[src/design/smsq_pkg.sv]
// ----------------------------------------------------------------------------
// smsq_pkg
// Shared widths, constants, helper functions and divider types for the
// stepper move sequencer.
// ----------------------------------------------------------------------------
package smsq_pkg;

  localparam int MOVE_W    = 16;   // signed move count
  localparam int POS_W     = 12;   // rotor position, angle index
  localparam int SPR_W     = 13;   // steps_per_rev register
  localparam int RPM_W     = 10;   // rpm register
  localparam int ANG_W     = 25;   // Q16 angle
  localparam int COIL_W    = 4;
  localparam int PERIOD_W  = 26;   // step period and tick counter
  localparam int PADDR_W   = 4;
  localparam int PDATA_W   = 32;

  localparam int DIV_W     = 37;   // dividend / quotient width
  localparam int DVS_W     = 22;   // divisor width
  localparam int CNT_W     = $clog2(DIV_W);

  localparam logic [CNT_W-1:0]    DIV_CNT_LAST  = CNT_W'(DIV_W - 1);
  localparam logic [SPR_W-1:0]    MAX_SPR       = SPR_W'(4096);
  localparam logic [SPR_W-1:0]    SPR_RST       = SPR_W'(200);
  localparam logic [RPM_W-1:0]    RPM_RST       = RPM_W'(60);
  localparam logic [PERIOD_W-1:0] PERIOD_RST    = PERIOD_W'(5000);
  localparam logic [PERIOD_W-1:0] US_PER_MIN    = PERIOD_W'(60000000);
  localparam logic [ANG_W-1:0]    Q16_FULL_TURN = ANG_W'(23592960);

  // register indexes, paddr[3:2]
  localparam logic [1:0] REG_SPR = 2'd0;
  localparam logic [1:0] REG_RPM = 2'd1;
  localparam logic [1:0] REG_INV = 2'd2;

  typedef struct packed {
    logic             start;
    logic [DIV_W-1:0] dividend;
    logic [DVS_W-1:0] divisor;
  } div_req_t;

  typedef struct packed {
    logic             busy;
    logic             done;
    logic [DIV_W-1:0] quotient;
  } div_rsp_t;

  // full-step coil drive, bit0 = first pin
  function automatic logic [COIL_W-1:0] coil_of(input logic [1:0] phase);
    logic [COIL_W-1:0] c;
    unique case (phase)
      2'd0: c = 4'd5;
      2'd1: c = 4'd6;
      2'd2: c = 4'd10;
      2'd3: c = 4'd9;
      default: c = 4'd5;
    endcase
    return c;
  endfunction

  // one step up or down, modulo n; out-of-range values snap to an end
  function automatic logic [POS_W-1:0] wrap_step(input logic [POS_W-1:0] v,
                                                 input logic [SPR_W-1:0] n,
                                                 input logic up);
    logic [SPR_W-1:0] inc;
    logic [SPR_W-1:0] top;
    logic [POS_W-1:0] r;
    inc = {1'b0, v} + SPR_W'(1);
    top = n - SPR_W'(1);
    if (up) begin
      r = (inc >= n) ? '0 : inc[POS_W-1:0];
    end else if (v == '0 || {1'b0, v} >= n) begin
      r = top[POS_W-1:0];
    end else begin
      r = v - POS_W'(1);
    end
    return r;
  endfunction

endpackage

[src/design/smsq_in_if.sv]
// ----------------------------------------------------------------------------
// smsq_in_if
// Input word channel: tick or move command.
// ----------------------------------------------------------------------------
interface smsq_in_if;
  logic                                valid;
  logic                                ready;
  logic                                opcode;
  logic signed [smsq_pkg::MOVE_W-1:0]  steps_to_move;

  modport source (output valid, output opcode, output steps_to_move, input ready);
  modport sink   (input valid, input opcode, input steps_to_move, output ready);
endinterface

[src/design/smsq_out_if.sv]
// ----------------------------------------------------------------------------
// smsq_out_if
// Result word channel: one word per motor step.
// ----------------------------------------------------------------------------
interface smsq_out_if;
  logic                          valid;
  logic                          ready;
  logic [smsq_pkg::COIL_W-1:0]   coil_pattern;
  logic [smsq_pkg::POS_W-1:0]    rotor_position;
  logic [smsq_pkg::ANG_W-1:0]    angle_q16;
  logic                          move_done;

  modport source (output valid, output coil_pattern, output rotor_position,
                  output angle_q16, output move_done, input ready);
  modport sink   (input valid, input coil_pattern, input rotor_position,
                  input angle_q16, input move_done, output ready);
endinterface

[src/design/smsq_div.sv]
// ----------------------------------------------------------------------------
// smsq_div
// Restoring divider, one quotient bit per cycle. A start restarts it.
// ----------------------------------------------------------------------------
module smsq_div (
  input  logic                clk,
  input  logic                rst_n,
  input  smsq_pkg::div_req_t  req,
  output smsq_pkg::div_rsp_t  rsp
);

  logic [smsq_pkg::DIV_W-1:0] dvd_r;
  logic [smsq_pkg::DVS_W-1:0] dsr_r;
  logic [smsq_pkg::DVS_W-1:0] rem_r;
  logic [smsq_pkg::CNT_W-1:0] cnt_r;
  logic                       busy_r;
  logic                       done_r;

  logic [smsq_pkg::DVS_W:0]   rem_sh;
  logic [smsq_pkg::DVS_W:0]   rem_sub;
  logic                       ge;
  logic [smsq_pkg::DVS_W-1:0] rem_nxt;

  always_comb begin
    rem_sh  = {rem_r, dvd_r[smsq_pkg::DIV_W-1]};
    rem_sub = rem_sh - {1'b0, dsr_r};
    ge      = (rem_sh >= {1'b0, dsr_r});
    rem_nxt = ge ? rem_sub[smsq_pkg::DVS_W-1:0] : rem_sh[smsq_pkg::DVS_W-1:0];
  end

  always_ff @(posedge clk) begin
    if (!rst_n) begin
      busy_r <= 1'b0;
      done_r <= 1'b0;
      cnt_r  <= '0;
    end else begin
      done_r <= 1'b0;
      if (req.start) begin
        busy_r <= 1'b1;
        cnt_r  <= '0;
      end else if (busy_r) begin
        cnt_r <= cnt_r + smsq_pkg::CNT_W'(1);
        if (cnt_r == smsq_pkg::DIV_CNT_LAST) begin
          busy_r <= 1'b0;
          done_r <= 1'b1;
        end
      end
    end
  end

  // datapath, no reset
  always_ff @(posedge clk) begin
    if (req.start) begin
      dvd_r <= req.dividend;
      dsr_r <= req.divisor;
      rem_r <= '0;
    end else if (busy_r) begin
      dvd_r <= {dvd_r[smsq_pkg::DIV_W-2:0], ge};
      rem_r <= rem_nxt;
    end
  end

  assign rsp.busy     = busy_r;
  assign rsp.done     = done_r;
  assign rsp.quotient = dvd_r;

endmodule

[src/design/stepper_move_sequencer.sv]
// ----------------------------------------------------------------------------
// stepper_move_sequencer
// Full-step four-phase stepper sequencer: microsecond ticks and signed move
// commands in, one coil/position/angle word out per motor step.
// ----------------------------------------------------------------------------
//
//  channel | dir | handshake          | payload
//  --------+-----+--------------------+----------------------------------------
//  in_ch   | in  | valid/ready        | opcode, steps_to_move (s16)
//  out_ch  | out | valid/ready        | coil_pattern, rotor_position,
//          |     |                    | angle_q16, move_done
//  cfg     | in  | APB, pready tied 1 | steps_per_rev @0, rpm @4, invert @8
//
//  Sequence: a word that fires no step is handled in S_IDLE alone. A word that
//  fires a step goes through accept, divider start, one divide iteration per
//  quotient bit, quotient capture and result load on the shared bit-serial
//  divider. A config write while no move is pending and no step is in flight
//  recomputes the step period on the same divider: in_ch.ready stays low until
//  that divide is done after the last write, and in any write's access cycle.
//  Reset (sync, active low): registers 200 / 60 / 0, period 5000, all motion
//  state cleared; no divide pass is needed after reset.
//  A result waiting on out_ch does not block input; a new step waits in the
//  final state until the output register frees up.
// ----------------------------------------------------------------------------
module stepper_move_sequencer (
  input  logic                            clk,
  input  logic                            rst_n,
  smsq_in_if.sink                         in_ch,
  smsq_out_if.source                      out_ch,
  input  logic                            psel,
  input  logic                            penable,
  input  logic                            pwrite,
  input  logic [smsq_pkg::PADDR_W-1:0]    paddr,
  input  logic [smsq_pkg::PDATA_W-1:0]    pwdata,
  output logic [smsq_pkg::PDATA_W-1:0]    prdata,
  output logic                            pready
);

  typedef enum logic [2:0] {
    S_IDLE,   // ready for a word
    S_PMUL,   // start period divide: 60e6 / (n * rpm)
    S_PDIV,
    S_AMUL,   // start angle divide: index * 360 * 2^16 / n
    S_ADIV,
    S_OUT     // load result word when output register is free
  } state_t;

  state_t state_r;

  // config registers
  logic [smsq_pkg::SPR_W-1:0]    spr_r;
  logic [smsq_pkg::RPM_W-1:0]    rpm_r;
  logic                          inv_r;

  // motion state
  logic [smsq_pkg::POS_W-1:0]    position_r;
  logic [smsq_pkg::POS_W-1:0]    angle_index_r;
  logic [smsq_pkg::ANG_W-1:0]    angle_acc_r;
  logic [smsq_pkg::MOVE_W-1:0]   steps_left_r;
  logic [smsq_pkg::PERIOD_W-1:0] tick_count_r;
  logic [smsq_pkg::PERIOD_W-1:0] period_r;
  logic                          forward_r;

  // output register
  logic                          out_valid_r;
  logic [smsq_pkg::COIL_W-1:0]   coil_r;
  logic [smsq_pkg::POS_W-1:0]    rpos_r;
  logic [smsq_pkg::ANG_W-1:0]    ang_r;
  logic                          done_r;

  smsq_pkg::div_req_t div_req;
  smsq_pkg::div_rsp_t div_rsp;

  // combinational
  logic                          cfg_wr;
  logic                          cfg_take;
  logic [smsq_pkg::SPR_W-1:0]    n_eff;
  logic [smsq_pkg::RPM_W-1:0]    rpm_eff;
  logic [smsq_pkg::SPR_W+smsq_pkg::RPM_W-1:0] nr_prod;
  logic [smsq_pkg::DIV_W-1:0]    ang_prod;
  logic                          in_acc;
  logic                          out_free;
  logic                          moving;
  logic                          neg;
  logic [smsq_pkg::MOVE_W-1:0]   raw;
  logic [smsq_pkg::MOVE_W-1:0]   mag;
  logic [smsq_pkg::PERIOD_W-1:0] tick_nxt;
  logic                          fire;
  logic                          dir;
  logic [smsq_pkg::MOVE_W-1:0]   left_base;
  logic [smsq_pkg::POS_W-1:0]    pos_nxt;
  logic [smsq_pkg::POS_W-1:0]    aidx_nxt;

  assign pready = 1'b1;
  assign cfg_wr = psel && penable && pwrite;
  // writes land only with no move pending; reserved index is dropped
  assign cfg_take = cfg_wr && (steps_left_r == '0) &&
                    (state_r == S_IDLE || state_r == S_PMUL || state_r == S_PDIV) &&
                    (paddr[3:2] == smsq_pkg::REG_SPR || paddr[3:2] == smsq_pkg::REG_RPM ||
                     paddr[3:2] == smsq_pkg::REG_INV);

  always_comb begin
    unique case (paddr[3:2])
      smsq_pkg::REG_SPR: prdata = smsq_pkg::PDATA_W'(spr_r);
      smsq_pkg::REG_RPM: prdata = smsq_pkg::PDATA_W'(rpm_r);
      smsq_pkg::REG_INV: prdata = smsq_pkg::PDATA_W'(inv_r);
      default:           prdata = '0;
    endcase
  end

  // clamp: zero counts as one, above the max counts as max
  always_comb begin
    priority if (spr_r == '0)               n_eff = smsq_pkg::SPR_W'(1);
    else if (spr_r > smsq_pkg::MAX_SPR)     n_eff = smsq_pkg::MAX_SPR;
    else                                    n_eff = spr_r;
    rpm_eff = (rpm_r == '0) ? smsq_pkg::RPM_W'(1) : rpm_r;
  end

  // two truncating divides collapse into one by the product
  assign nr_prod  = (smsq_pkg::SPR_W+smsq_pkg::RPM_W)'(n_eff) *
                    (smsq_pkg::SPR_W+smsq_pkg::RPM_W)'(rpm_eff);
  assign ang_prod = smsq_pkg::DIV_W'(angle_index_r) *
                    smsq_pkg::DIV_W'(smsq_pkg::Q16_FULL_TURN);

  always_comb begin
    div_req.start = (state_r == S_PMUL) || (state_r == S_AMUL);
    if (state_r == S_PMUL) begin
      div_req.dividend = smsq_pkg::DIV_W'(smsq_pkg::US_PER_MIN);
      div_req.divisor  = nr_prod[smsq_pkg::DVS_W-1:0];
    end else begin
      div_req.dividend = ang_prod;
      div_req.divisor  = smsq_pkg::DVS_W'(n_eff);
    end
  end

  smsq_div u_div (
    .clk   (clk),
    .rst_n (rst_n),
    .req   (div_req),
    .rsp   (div_rsp)
  );

  // a config access cycle holds off input so the two never land together
  assign in_ch.ready = (state_r == S_IDLE) && !cfg_wr;
  assign in_acc      = in_ch.valid && in_ch.ready;
  assign out_free    = !out_valid_r || out_ch.ready;

  // step decision for the word at the input
  always_comb begin
    moving   = (steps_left_r != '0);
    raw      = in_ch.steps_to_move;
    neg      = raw[smsq_pkg::MOVE_W-1];
    mag      = neg ? (~raw + smsq_pkg::MOVE_W'(1)) : raw;  // -min maps to 2^(W-1)
    tick_nxt = tick_count_r + smsq_pkg::PERIOD_W'(1);
    if (in_ch.opcode) begin
      fire      = !moving && (mag != '0);
      dir       = !neg && (mag != '0);
      left_base = mag;
    end else begin
      fire      = moving && (tick_nxt >= period_r);
      dir       = forward_r;
      left_base = steps_left_r;
    end
    pos_nxt  = smsq_pkg::wrap_step(position_r, n_eff, dir);
    aidx_nxt = smsq_pkg::wrap_step(angle_index_r, n_eff, dir ^ inv_r);
  end

  always_ff @(posedge clk) begin
    if (!rst_n) begin
      state_r       <= S_IDLE;
      spr_r         <= smsq_pkg::SPR_RST;
      rpm_r         <= smsq_pkg::RPM_RST;
      inv_r         <= 1'b0;
      position_r    <= '0;
      angle_index_r <= '0;
      angle_acc_r   <= '0;
      steps_left_r  <= '0;
      tick_count_r  <= '0;
      period_r      <= smsq_pkg::PERIOD_RST;
      forward_r     <= 1'b0;
      out_valid_r   <= 1'b0;
    end else begin
      if (out_valid_r && out_ch.ready) begin
        out_valid_r <= 1'b0;
      end

      if (cfg_take) begin
        unique case (paddr[3:2])
          smsq_pkg::REG_SPR: spr_r <= pwdata[smsq_pkg::SPR_W-1:0];
          smsq_pkg::REG_RPM: rpm_r <= pwdata[smsq_pkg::RPM_W-1:0];
          smsq_pkg::REG_INV: inv_r <= pwdata[0];
          default: ;
        endcase
      end

      unique case (state_r)
        S_IDLE: begin
          if (cfg_take) begin
            state_r <= S_PMUL;
          end else if (in_acc) begin
            if (in_ch.opcode && !moving) begin
              forward_r <= dir;
            end
            if (fire) begin
              position_r    <= pos_nxt;
              angle_index_r <= aidx_nxt;
              steps_left_r  <= left_base - smsq_pkg::MOVE_W'(1);
              tick_count_r  <= '0;
              state_r       <= S_AMUL;
            end else if (!in_ch.opcode && moving) begin
              tick_count_r <= tick_nxt;
            end
          end
        end
        S_PMUL: begin
          // a write landing here restarts the divide from the new value
          if (cfg_take) begin
            state_r <= S_PMUL;
          end else begin
            state_r <= S_PDIV;
          end
        end
        S_PDIV: begin
          // a fresh write restarts the period calculation
          if (cfg_take) begin
            state_r <= S_PMUL;
          end else if (div_rsp.done) begin
            period_r <= div_rsp.quotient[smsq_pkg::PERIOD_W-1:0];
            state_r  <= S_IDLE;
          end
        end
        S_AMUL: begin
          state_r <= S_ADIV;
        end
        S_ADIV: begin
          if (div_rsp.done) begin
            angle_acc_r <= div_rsp.quotient[smsq_pkg::ANG_W-1:0];
            state_r     <= S_OUT;
          end
        end
        S_OUT: begin
          if (out_free) begin
            out_valid_r <= 1'b1;
            coil_r      <= smsq_pkg::coil_of(position_r[1:0]);
            rpos_r      <= position_r;
            ang_r       <= angle_acc_r;
            done_r      <= (steps_left_r == '0);
            state_r     <= S_IDLE;
          end
        end
        default: state_r <= S_IDLE;
      endcase
    end
  end

  assign out_ch.valid          = out_valid_r;
  assign out_ch.coil_pattern   = coil_r;
  assign out_ch.rotor_position = rpos_r;
  assign out_ch.angle_q16      = ang_r;
  assign out_ch.move_done      = done_r;

  // the divider is never mid-flight while input is taken
  a_ready_div_idle: assert property (@(posedge clk) disable iff (!rst_n)
    in_ch.ready |-> !div_rsp.busy)
    else $error("input ready while divider busy");

  // angle quotient must stay below one full turn
  a_angle_wrapped: assert property (@(posedge clk) disable iff (!rst_n)
    (state_r == S_ADIV && div_rsp.done) |=> (angle_acc_r < smsq_pkg::Q16_FULL_TURN))
    else $error("angle out of range");

  // during a move the rotor position lies within one revolution
  a_pos_in_range: assert property (@(posedge clk) disable iff (!rst_n)
    (state_r == S_IDLE && steps_left_r != '0) |-> ({1'b0, position_r} < n_eff))
    else $error("rotor position beyond wrap");

  // a step result only loads into a free output register
  a_out_load: assert property (@(posedge clk) disable iff (!rst_n)
    (state_r == S_OUT && out_valid_r && !out_ch.ready) |=> (state_r == S_OUT))
    else $error("result dropped on stalled output");

endmodule
[src/flat_wrapper.sv]
// flat-port wrapper written by rule: the top's interface ports become plain ports
module stepper_move_sequencer_flat 
  (clk, rst_n, psel, penable, pwrite, paddr, pwdata, prdata, pready, in_ch_valid, in_ch_opcode, in_ch_steps_to_move, in_ch_ready, out_ch_valid, out_ch_coil_pattern, out_ch_rotor_position, out_ch_angle_q16, out_ch_move_done, out_ch_ready);
  smsq_in_if in_ch_i ();
  smsq_out_if out_ch_i ();
  input  logic clk;
  input  logic rst_n;
  input  logic psel;
  input  logic penable;
  input  logic pwrite;
  input  logic [smsq_pkg::PADDR_W-1:0] paddr;
  input  logic [smsq_pkg::PDATA_W-1:0] pwdata;
  output logic [smsq_pkg::PDATA_W-1:0] prdata;
  output logic pready;
  input wire logic [$bits(in_ch_i.valid)-1:0] in_ch_valid;
  input wire logic [$bits(in_ch_i.opcode)-1:0] in_ch_opcode;
  input wire logic [$bits(in_ch_i.steps_to_move)-1:0] in_ch_steps_to_move;
  output wire logic [$bits(in_ch_i.ready)-1:0] in_ch_ready;
  output wire logic [$bits(out_ch_i.valid)-1:0] out_ch_valid;
  output wire logic [$bits(out_ch_i.coil_pattern)-1:0] out_ch_coil_pattern;
  output wire logic [$bits(out_ch_i.rotor_position)-1:0] out_ch_rotor_position;
  output wire logic [$bits(out_ch_i.angle_q16)-1:0] out_ch_angle_q16;
  output wire logic [$bits(out_ch_i.move_done)-1:0] out_ch_move_done;
  input wire logic [$bits(out_ch_i.ready)-1:0] out_ch_ready;
  assign in_ch_i.valid = in_ch_valid;
  assign in_ch_i.opcode = in_ch_opcode;
  assign in_ch_i.steps_to_move = in_ch_steps_to_move;
  assign in_ch_ready = in_ch_i.ready;
  assign out_ch_valid = out_ch_i.valid;
  assign out_ch_coil_pattern = out_ch_i.coil_pattern;
  assign out_ch_rotor_position = out_ch_i.rotor_position;
  assign out_ch_angle_q16 = out_ch_i.angle_q16;
  assign out_ch_move_done = out_ch_i.move_done;
  assign out_ch_i.ready = out_ch_ready;
  stepper_move_sequencer u_core (.clk(clk), .rst_n(rst_n), .in_ch(in_ch_i), .out_ch(out_ch_i), .psel(psel), .penable(penable), .pwrite(pwrite), .paddr(paddr), .pwdata(pwdata), .prdata(prdata), .pready(pready));
endmodule
[config.mk]
export PLATFORM = sky130hd
export DESIGN_NAME = stepper_move_sequencer_flat
export DESIGN_NICKNAME = d
export VERILOG_FILES = /design/src/design/smsq_pkg.sv /design/src/design/smsq_in_if.sv /design/src/design/smsq_out_if.sv /design/src/design/smsq_div.sv /design/src/design/stepper_move_sequencer.sv /design/src/flat_wrapper.sv
export SDC_FILE = /design/constraint.sdc
export NUM_CORES = 1
export LEC_CHECK = 0
export BUFFER_PORTS_ARGS = -buffer_cell sky130_fd_sc_hd__buf_2
export CORE_MARGIN = 3
export CORE_UTILIZATION = 55
export CTS_CLUSTER_DIAMETER = 150
export DETAILED_ROUTE_END_ITERATION = 12
export GPL_TIMING_DRIVEN = 0
export PLACE_DENSITY = 0.85
export SETUP_SLACK_MARGIN = 0.3
export SYNTH_ARGS = -nofsm -noshare
export SYNTH_HDL_FRONTEND = slang
export SYNTH_SLANG_ARGS = --single-unit
export TNS_END_PERCENT = 50
[constraint.sdc]
create_clock -name clk -period 6.65 [get_ports clk]
set_input_delay 1.6625 -clock clk [delete_from_list [all_inputs] [get_ports clk]]
set_output_delay 1.6625 -clock clk [all_outputs]
set_load 0.05 [all_outputs]
## Word level (Yosys, flattened, before mapping)

Cells that the tools add are included.

- Latch bits: 0
- Register bits: 277
- Memories kept: 0
- Memory bits (read-only): 0
- Word-level logic and storage cells: 150
- Output and inout port bits: 77
- Bits in writable memories: 0

- Divide/modulo/power cells: 0
- Bitwise logic cells: 5
- Order comparisons: 7
- Equality and inequality tests: 16
- Add/sub/neg operators: 10
- Mux-type cells: 37
- Reductions and logical operators: 50
- Multipliers: 2
- Shift-type cells: 0

Operators with widths:

| operator | count |
|---|---|
| $mux 37 | 2 |
| $mux 12 | 6 |
| $mux 59 | 1 |
| $mux 26 | 2 |
| $pmux 13 s3 | 1 |
| $sub 12x1->12 const B | 3 |
| $mux 16 | 2 |
| $reduce_bool 16->1 | 2 |
| $add 12x1->13 const B | 2 |
| $add 26x1->26 const B | 1 |
| $ge 12x13->1 | 2 |
| $ge 13x13->1 | 2 |
| $ge 26x26->1 | 1 |
| $mux 13 | 2 |
| $logic_not 12->1 | 2 |
| $ge 23x22->1 | 1 |
| $mul 13x10->22 | 1 |
| $mux 22 | 1 |
| $sub 22x22->22 | 1 |
| $mux 3 | 7 |
| $mul 12x6->18 const B | 1 |
| $pmux 3 s6 | 1 |
| $add 16x1->16 const B | 1 |
| $logic_not 16->1 | 1 |
| 34 further kinds | 81 |

## Logic depth before layout (Yosys ltp)

Gate-level depths: netlist of run 1.

- Word-level depth: 10
- Depth in mapped cells: 25
- Mapped depth without buffers: 23

## Cells and area by module

A second synthesis of run 1 with hierarchy kept.

- Cell total of the unflattened synthesis: 2596
- Area total of the unflattened synthesis: 22507.8 µm²

Modules (own cells, without submodules):

| module | area an instance (µm²) | cells an instance | instances |
|---|---|---|---|
| stepper_move_sequencer | 17728.3 | 2163 | 1 |
| smsq_div | 4779.6 | 433 | 1 |

## Worst setup path after synthesis of run 1

No wires, ideal clock.

- Kind: register to register
- From: register u_core.spr_r[1] (netlist bit)
- To: register u_core.u_div.dsr_r[20] (netlist bit), data pin
- Arrival: 6.540 ns
- Cell stages (with the launch flop): 23
- Path slack: -0.156 ns
- Data required time: 6.384 ns
- Path through: dfxtp_1 -> nor4_1 -> a41oi_1 -> nor2_1 -> clkbuf_1 -> nand2_1 -> fa_1 -> fa_1 -> inv_1 -> fa_1 -> fa_1 -> inv_1 -> fa_1 -> inv_1 -> ha_1 -> a21oi_1 -> a21oi_1 -> a311oi_1 -> o21bai_1 -> a21o_1 -> a221oi_1 -> xor2_1 -> nor2_1

- Word-level cells in the longest chain between the ends: 4

RTL lines:

| element | line | source |
|---|---|---|
| start: declaration | stepper_move_sequencer.sv:51 | `logic [smsq_pkg::SPR_W-1:0] spr_r;` |
| start signal: assignment | stepper_move_sequencer.sv:171 | `spr_r <= smsq_pkg::SPR_RST;` |
| start signal: assignment | stepper_move_sequencer.sv:189 | `smsq_pkg::REG_SPR: spr_r <= pwdata[smsq_pkg::SPR_W-1:0];` |
| $gt 13x13->1 | stepper_move_sequencer.sv:114 | `else if (spr_r > smsq_pkg::MAX_SPR) n_eff = smsq_pkg::MAX_SPR;` |
| $mux 13 | stepper_move_sequencer.sv:114 |  |
| $mux 13 (*) | stepper_move_sequencer.sv:113 | `priority if (spr_r == '0) n_eff = smsq_pkg::SPR_W'(1);` |
| $mul 13x10->22 (*) | stepper_move_sequencer.sv:120 | `assign nr_prod = (smsq_pkg::SPR_W+smsq_pkg::RPM_W)'(n_eff) *` |
| end signal: assignment | smsq_div.sv:55 | `dsr_r <= req.divisor;` |
| end: declaration | smsq_div.sv:13 | `logic [smsq_pkg::DVS_W-1:0] dsr_r;` |

Mark *: on every way between the ends. The rest lies on a longest branch, timed or not.
A chain may end at the register's enable or synchronous reset.

## Worst setup path after layout of run 1

- From: register u_core.spr_r[5] (netlist bit)
- To: register u_core.u_div.dsr_r[20] (netlist bit), data pin

The elaborated chain is that of the path after synthesis.

==> results.toml, run 1 <==
[run_status]
outcome = "finished, final reports clean"

[floorplanning]
initial_utilization = 0.564
die_x_um = 206
core_area_um2 = 39200
die_area_um2 = 42600
die_y_um = 206
num_io_pins = 137
rows = 72

[drt]
num_vias = 19301
firstDrtPassIters = 6
finalWirelength_mm = 59.9
drt_iter0_drc = 1336
ant_nets = 0
avgRoutedWirePerCell_um = 18.3
via_per_inst = 5.90
drc = 0

[clock_network]
root_buffer = "clkbuf_16"
cts_buffers = 34
clkTransAtPathRegs_ns = 0.06
postCtsHoldBufs = 0
clk-insertion-delay-late_ns = 0.56
h-tree-depth = 2
clock_sinks = 277
cts_buffer_depth = 3
cts_tree = "done"

[sta]
hold_violations = 0
slew_violations = 0
max_freq_ghz = 0.163
skew_ns = 0.0161
relSlewSlack = 0.194
holdWs_ns = 0.433
fin_crit_ns = 6.13
period_share = 0.922
tightest_slew_ns = 1.20
finalSetupViolations = 0
rsz0062_at_grt = "no"

[layout]
fin_util = 0.627
nets = 3093
antenna_cells = 0
fillers = 3200
drive_gt1_frac = 0.0962
area_growth_pct = 11.2
seq_area_um2 = 6560
multiInputGateArea_um2 = 14100

[logic_synthesis]
async_reset_ff_frac = 0
yosysWarnings = 0
syn_area_um2 = 22100
ys_types = 93
synth_fa_ha_area_frac = 0.207
synth_most_common_cell = "nand2_1"
seq_area_frac_synth = 0.297
synth_compound_area_frac = 0.145
netlist.area_leader.share = 0.159
synth_top_family_by_area = "adder cells"
synth.area.top_cells = "dfxtp_1, edfxtp_1, ha_1, fa_1, nand2_1"
synthCells = 2579
synth_edf_count = 101
ys.flop_type = "dfxtp_1"
yosys.area.top_type = "dfxtp_1"
synth-seq-cells = 277
synth_top_cells_by_count = "nand2_1, inv_1, ha_1"
synthMuxAreaShare = 0.0263
synth-xor-area-share = 0.0562
avgSynthCellArea_um2 = 8.57
yosys.area_share.simple = 0.196

[place]
dp.final_hpwl_mm = 45.4
port_buffers = 86
place.gp.congestion = 0.971

[worst_hold_path]
worstHoldPathType = "reg -> reg"

[setup_path]
slowest_delay_ns = 0.55
critical_path_buf_inv_count = 7
cp.arrival_ns = 6.42
cp-end-kind = "flop"
critPathTopFamily = "adder cells"
critPathSlowestCell = "fa_1"
critPathKind = "reg -> reg"
critPathMaxFanout = 10
cp.required_ns = 6.94
crit_path_cell_trace = "nor2b_2, clkbuf_2, nand2_1, fa_1, inv_1, fa_1, inv_1, fa_1, inv_1, fa_1, inv_1, fa_1, inv_1, ha_1, a21oi_2, buf_4, a21oi_1, a311oi_2, o21bai_1, a21o_1, a221oi_2, xor2_1, nor2_1"
startpoint_type = "flop"

[global_routing]
grt.overflow.total = 0
grt_pass1_vias = 19154
grt_start_max_net_pins = 39
grt_pass1_wl_mm = 96.4
grtUsageTotal = 0.279
antenna_found_initial = 2

[power]
p_leak_nw = 10.7
power_density_nw_per_um2 = 368
ir_drop_v = 0.000316

[run]
cap_viol_max_count = 0
-- power breakdown --
group | internal (mW) | switching (mW)
Clock | 0.987 | 0.796
Combinational | 1.91 | 2.95
Sequential | 2.13 | 0.278
-- cell families (layout without fill, tap and decap cells) --
logic type / count (synthesis) / in the layout
muxes: 57 / 57
other: 2 / 20
and+or+nand+nor: 895 / 895
buffers and inverters: 391 / 550
DFF: 277 / 277
xor gates and xnor gates: 141 / 141
AOI/OAI and AO/OA: 513 / 513
adders and majority gates: 303 / 303
-- path summary, 6_finish.rpt --
path              cells past startpoint                    endpoint  slack [ns]                  start
hold reg to reg                       0  u_core.out_ch.angle_q16[5]        0.43  u_core.angle_acc_r[5]
setup / recovery                     23      u_core.u_div.dsr_r[20]        0.52        u_core.spr_r[5]
setup reg to reg                     23      u_core.u_div.dsr_r[20]        0.52        u_core.spr_r[5]
hold / removal                        0  u_core.out_ch.angle_q16[5]        0.43  u_core.angle_acc_r[5]
-- worst register-to-register path, delay by kind of cell (launching register included) --
kind | cells | cell delay [ns]
simple gates | 3 | 0.53
xor+xnor | 1 | 0.24
fa+ha+maj | 6 | 2.79
compound gates | 6 | 1.14
buf+inv | 7 | 0.70
flops | 1 | 0.45
-- flip-flops by register name (all words and copies together) (netlist names) --
register                      flops
u_core.angle_index_r             12
u_core.forward_r                  1
u_core.inv_r                      1
u_core.u_div.rem_r               22
u_core.spr_r                     13
u_core.tick_count_r              26
u_core.out_ch.move_done           1
u_core.state_r                    3
u_core.out_ch.angle_q16          25
u_core.steps_left_r              16
u_core.u_div.dvd_r               37
u_core.position_r                12
u_core.u_div.cnt_r                6
u_core.u_div.done_r               1
u_core.out_ch.valid               1
u_core.u_div.busy_r               1
u_core.out_ch.rotor_position     12
u_core.rpm_r                     10
u_core.out_ch.coil_pattern        4
u_core.period_r                  26
u_core.angle_acc_r               25
u_core.u_div.dsr_r               22
-- cell type report --
class | count | area share
buffer | 157 | 0.0308
clock buffer | 41 | 0.0365
clock inverter | 21 | 0.00672
inverter | 234 | 0.0357
multi-input combinational | 1929 | 0.575
sequential | 277 | 0.267
tap | 518 | 0.0264
timing repair buffer | 97 | 0.0217
-- per-layer routing --
metal  GRT usage  share of wire
met3      0.0567          0.086
met5           0        0.00048
met4       0.119          0.037
met1       0.356           0.40
met2       0.462           0.48
-- what timing repair did --
item	in CTS	in global routing
resized for setup	20	32
buffers inserted	4	6
pin swaps	8	9
endpoints found under the setup margin	11	6
-- layout by cell type (no fill, tap or decap), types with 26 or more instances in the layout --
| cell | synthesis | layout |
|---|---|---|
| a21o_1 | 27 | 27 |
| a21oi_1 | 184 | 181 |
| a31oi_1 | 27 | 26 |
| and2_1 | 86 | 86 |
| and3_1 | 31 | 31 |
| buf_2 | 9 | 99 |
| buf_4 | 27 | 38 |
| clkbuf_1 | 113 | 105 |
| clkbuf_16 | 0 | 34 |
| dfxtp_1 | 176 | 174 |
| edfxtp_1 | 101 | 101 |
| fa_1 | 104 | 104 |
| ha_1 | 199 | 198 |
| inv_1 | 231 | 231 |
| mux2i_1 | 49 | 49 |
| nand2_1 | 331 | 331 |
| nand3_1 | 57 | 57 |
| nor2_1 | 174 | 172 |
| nor3_1 | 40 | 39 |
| nor4_1 | 28 | 27 |
| o21ai_0 | 109 | 109 |
| xnor2_1 | 88 | 87 |
| xor2_1 | 52 | 52 |
-- through the flow --
stage	power [mW]	setup slack, ns	setup TNS [ns]	instances	area [µm²]
global route	9.68	0.295	0	3274	24600
CTS	8.95	0.300	0	3268	24500
floorplan	6.00	0.307	0	2597	22200
finish	9.04	0.519	0	3274	24600
global placement	6.91	-0.569	-2.01	3201	23300
detailed placement	7.11	-0.642	-2.57	3202	23300
Note: power is estimated with default switching activity, not from simulation.
==> inputs of run 2 (changes only) <==
--- a/config.mk
+++ b/config.mk
@@ -6,12 +6,14 @@
 export NUM_CORES = 1
 export LEC_CHECK = 0
 export BUFFER_PORTS_ARGS = -buffer_cell sky130_fd_sc_hd__buf_2
+export CELL_PAD_IN_SITES_DETAIL_PLACEMENT = 0
+export CELL_PAD_IN_SITES_GLOBAL_PLACEMENT = 2
 export CORE_MARGIN = 3
-export CORE_UTILIZATION = 55
-export CTS_CLUSTER_DIAMETER = 150
+export CORE_UTILIZATION = 39
+export CTS_CLUSTER_DIAMETER = 100
 export DETAILED_ROUTE_END_ITERATION = 12
 export GPL_TIMING_DRIVEN = 0
-export PLACE_DENSITY = 0.85
+export PLACE_DENSITY = 0.91
 export SETUP_SLACK_MARGIN = 0.3
 export SYNTH_ARGS = -nofsm -noshare
 export SYNTH_HDL_FRONTEND = slang
==> constraint.sdc (replaced) <==
create_clock -name clk -period 5.7 [get_ports clk]
set_input_delay 1.425 -clock clk [delete_from_list [all_inputs] [get_ports clk]]
set_output_delay 1.425 -clock clk [all_outputs]
set_load 0.05 [all_outputs]
==> results.toml, run 2 (synthesized netlist as in run 1, its figures left out) <==
[run_status]
violations = "negative setup slack"
outcome = "finished with violations"

[global_routing]
grt.overflow.total = 0
grtUsageTotal = 0.211
antenna_found_initial = 0
grt_pass1_vias = 18532
grt_start_max_net_pins = 39
grt_pass1_wl_mm = 101

[place]
pre_cts_slack_ns = -1.06
place.gp.congestion = 0.894
port_buffers = 86
dp.final_hpwl_mm = 48.7

[layout]
nets = 3110
largest_register_ffs = 37
fin_util = 0.459
seq_area_um2 = 6560
multiInputGateArea_um2 = 14400
regMostFlops = "u_core.u_div.dvd_r"
top_regs = "u_core.u_div.dvd_r (37), u_core.period_r (26), u_core.tick_count_r (26)"
final_cell_mix = "nand2_1, inv_1, ha_1"
area_growth_pct = 15.4
antenna_cells = 0
fillers = 5477
drive_gt1_frac = 0.114
mostFrequentLayoutCell = "nand2_1"

[setup_path]
cp-end-kind = "flop"
crit_start = "u_core.spr_r[4]"
critPathSlowestCell = "fa_1"
reg2reg_from = "u_core.spr_r[4]"
reg2reg_slack_ns = -0.35
r2r_end = "u_core.u_div.dsr_r[20]"
cp.arrival_ns = 6.33
critPathMaxFanout = 6
critPathTopFamily = "adder cells"
startpoint_type = "flop"
critPathKind = "reg -> reg"
path_common_cell = "fa_1"
slowest_delay_ns = 0.51
reg2reg_depth = 22
crit_path_cell_trace = "nor4_4, a41oi_4, nor2_4, clkbuf_16, nand2_4, fa_1, fa_1, inv_1, fa_1, fa_1, inv_1, fa_1, inv_2, ha_4, a21oi_4, o211ai_1, a311oi_2, o21bai_1, a21o_1, a221oi_2, xor2_2, nor2_1"
critical_path_buf_inv_count = 4
cp.required_ns = 5.98

[drt]
num_vias = 18730
drt_iter0_drc = 1118
drc = 0
via_per_inst = 5.32
firstDrtPassIters = 5
finalWirelength_mm = 63.4
avgRoutedWirePerCell_um = 18.0
ant_nets = 0

[clock_network]
root_buffer = "clkbuf_16"
cts_buffers = 36
cts_buffer_depth = 3
cts_tree = "done"
clk-insertion-delay-late_ns = 0.56
h-tree-depth = 2
clkTransAtPathRegs_ns = 0.06
clock_sinks = 277

[worst_hold_path]
hp-start = "u_core.angle_acc_r[14]"
worstHoldPathType = "reg -> reg"
hold_end = "u_core.out_ch.angle_q16[14]"
hold_depth = 0

[power]
power_density_nw_per_um2 = 425
ir_drop_v = 0.000309
power_mw = 10.8
p_leak_nw = 11.0

[sta]
tns_ns = -1.15
slew_violations = 0
tightest_slew_ns = 1.23
skew_ns = 0.0269
fin_crit_ns = 6.05
fin_ws_ns = -0.348
holdWs_ns = 0.428
hold_violations = 0
period_share = 1.06
relSlewSlack = 0.171
max_freq_ghz = 0.165
rsz0062_at_grt = "yes"
finalSetupViolations = 6

[run]
cap_viol_max_count = 0

[floorplanning]
rows = 86
die_y_um = 244
num_io_pins = 137
die_x_um = 244
initial_utilization = 0.398
core_area_um2 = 55500
die_area_um2 = 59500
==> run 2: cell types whose count changed in the layout (fill, tap and decap cells not counted), sizes merged <==
cell,before,now
buf,146,157
clkbuf,149,155
bufinv,0,4
clkinvlp,4,0
clkinv,15,18
inv,236,235
==> run 2: power breakdown <==
group / switching (mW) / leakage [nW] / internal, mW
Combinational: 3.41 / 8.06 / 2.27
Clock: 0.941 / 0.608 / 1.41
Sequential: 0.324 / 2.36 / 2.48
==> run 2: how the worst max path moves through the flow <==
| stage | endpoint | depth (start not counted) |
|---|---|---|
| 2_1_floorplan | u_core.u_div.dsr_r[20] | 22 |
| 3_3_place_gp | u_core.u_div.dsr_r[20] | 23 |
| 3_5_place_dp | u_core.u_div.dsr_r[20] | 23 |
| 4_1_cts | u_core.u_div.dsr_r[18] | 22 |
| 5_1_grt | u_core.u_div.dsr_r[20] | 22 |
| 6_report | u_core.u_div.dsr_r[20] | 22 |
==> run 2: cell type report <==
| class | count | share of cell area |
|---|---|---|
| timing repair buffer | 112 | 0.0260 |
| multi-input combinational | 1929 | 0.564 |
| buffer | 157 | 0.0334 |
| clock inverter | 23 | 0.00991 |
| clock buffer | 43 | 0.0379 |
| sequential | 277 | 0.257 |
| tap | 748 | 0.0367 |
| inverter | 234 | 0.0344 |
==> run 2: layer usage <==
| metal | vias to the layer above | track usage | routed length [µm] |
|---|---|---|---|
| met5 | - | 0 | 0 |
| met4 | 0 | 0.0575 | 1440 |
| met3 | 86 | 0.0230 | 2670 |
| met2 | 405 | 0.354 | 29900 |
| met1 | 9093 | 0.289 | 29400 |
| li1 | 9146 | - | - |
==> run 2: stage by stage <==
stage / instances / cell area, µm²
after floorplan: 2597 / 22300
after global placement: 3431 / 23600
after detailed placement: 3432 / 23700
after CTS: 3515 / 25400
after global routing: 3523 / 25500
final: 3523 / 25500
==> run 2: what timing repair did <==
item                       CTS  global route
gates resized for setup     73            22
setup buffers               17             8
hold buffers                 0             0
setup endpoints to repair   14            36
pin swaps                   23            18
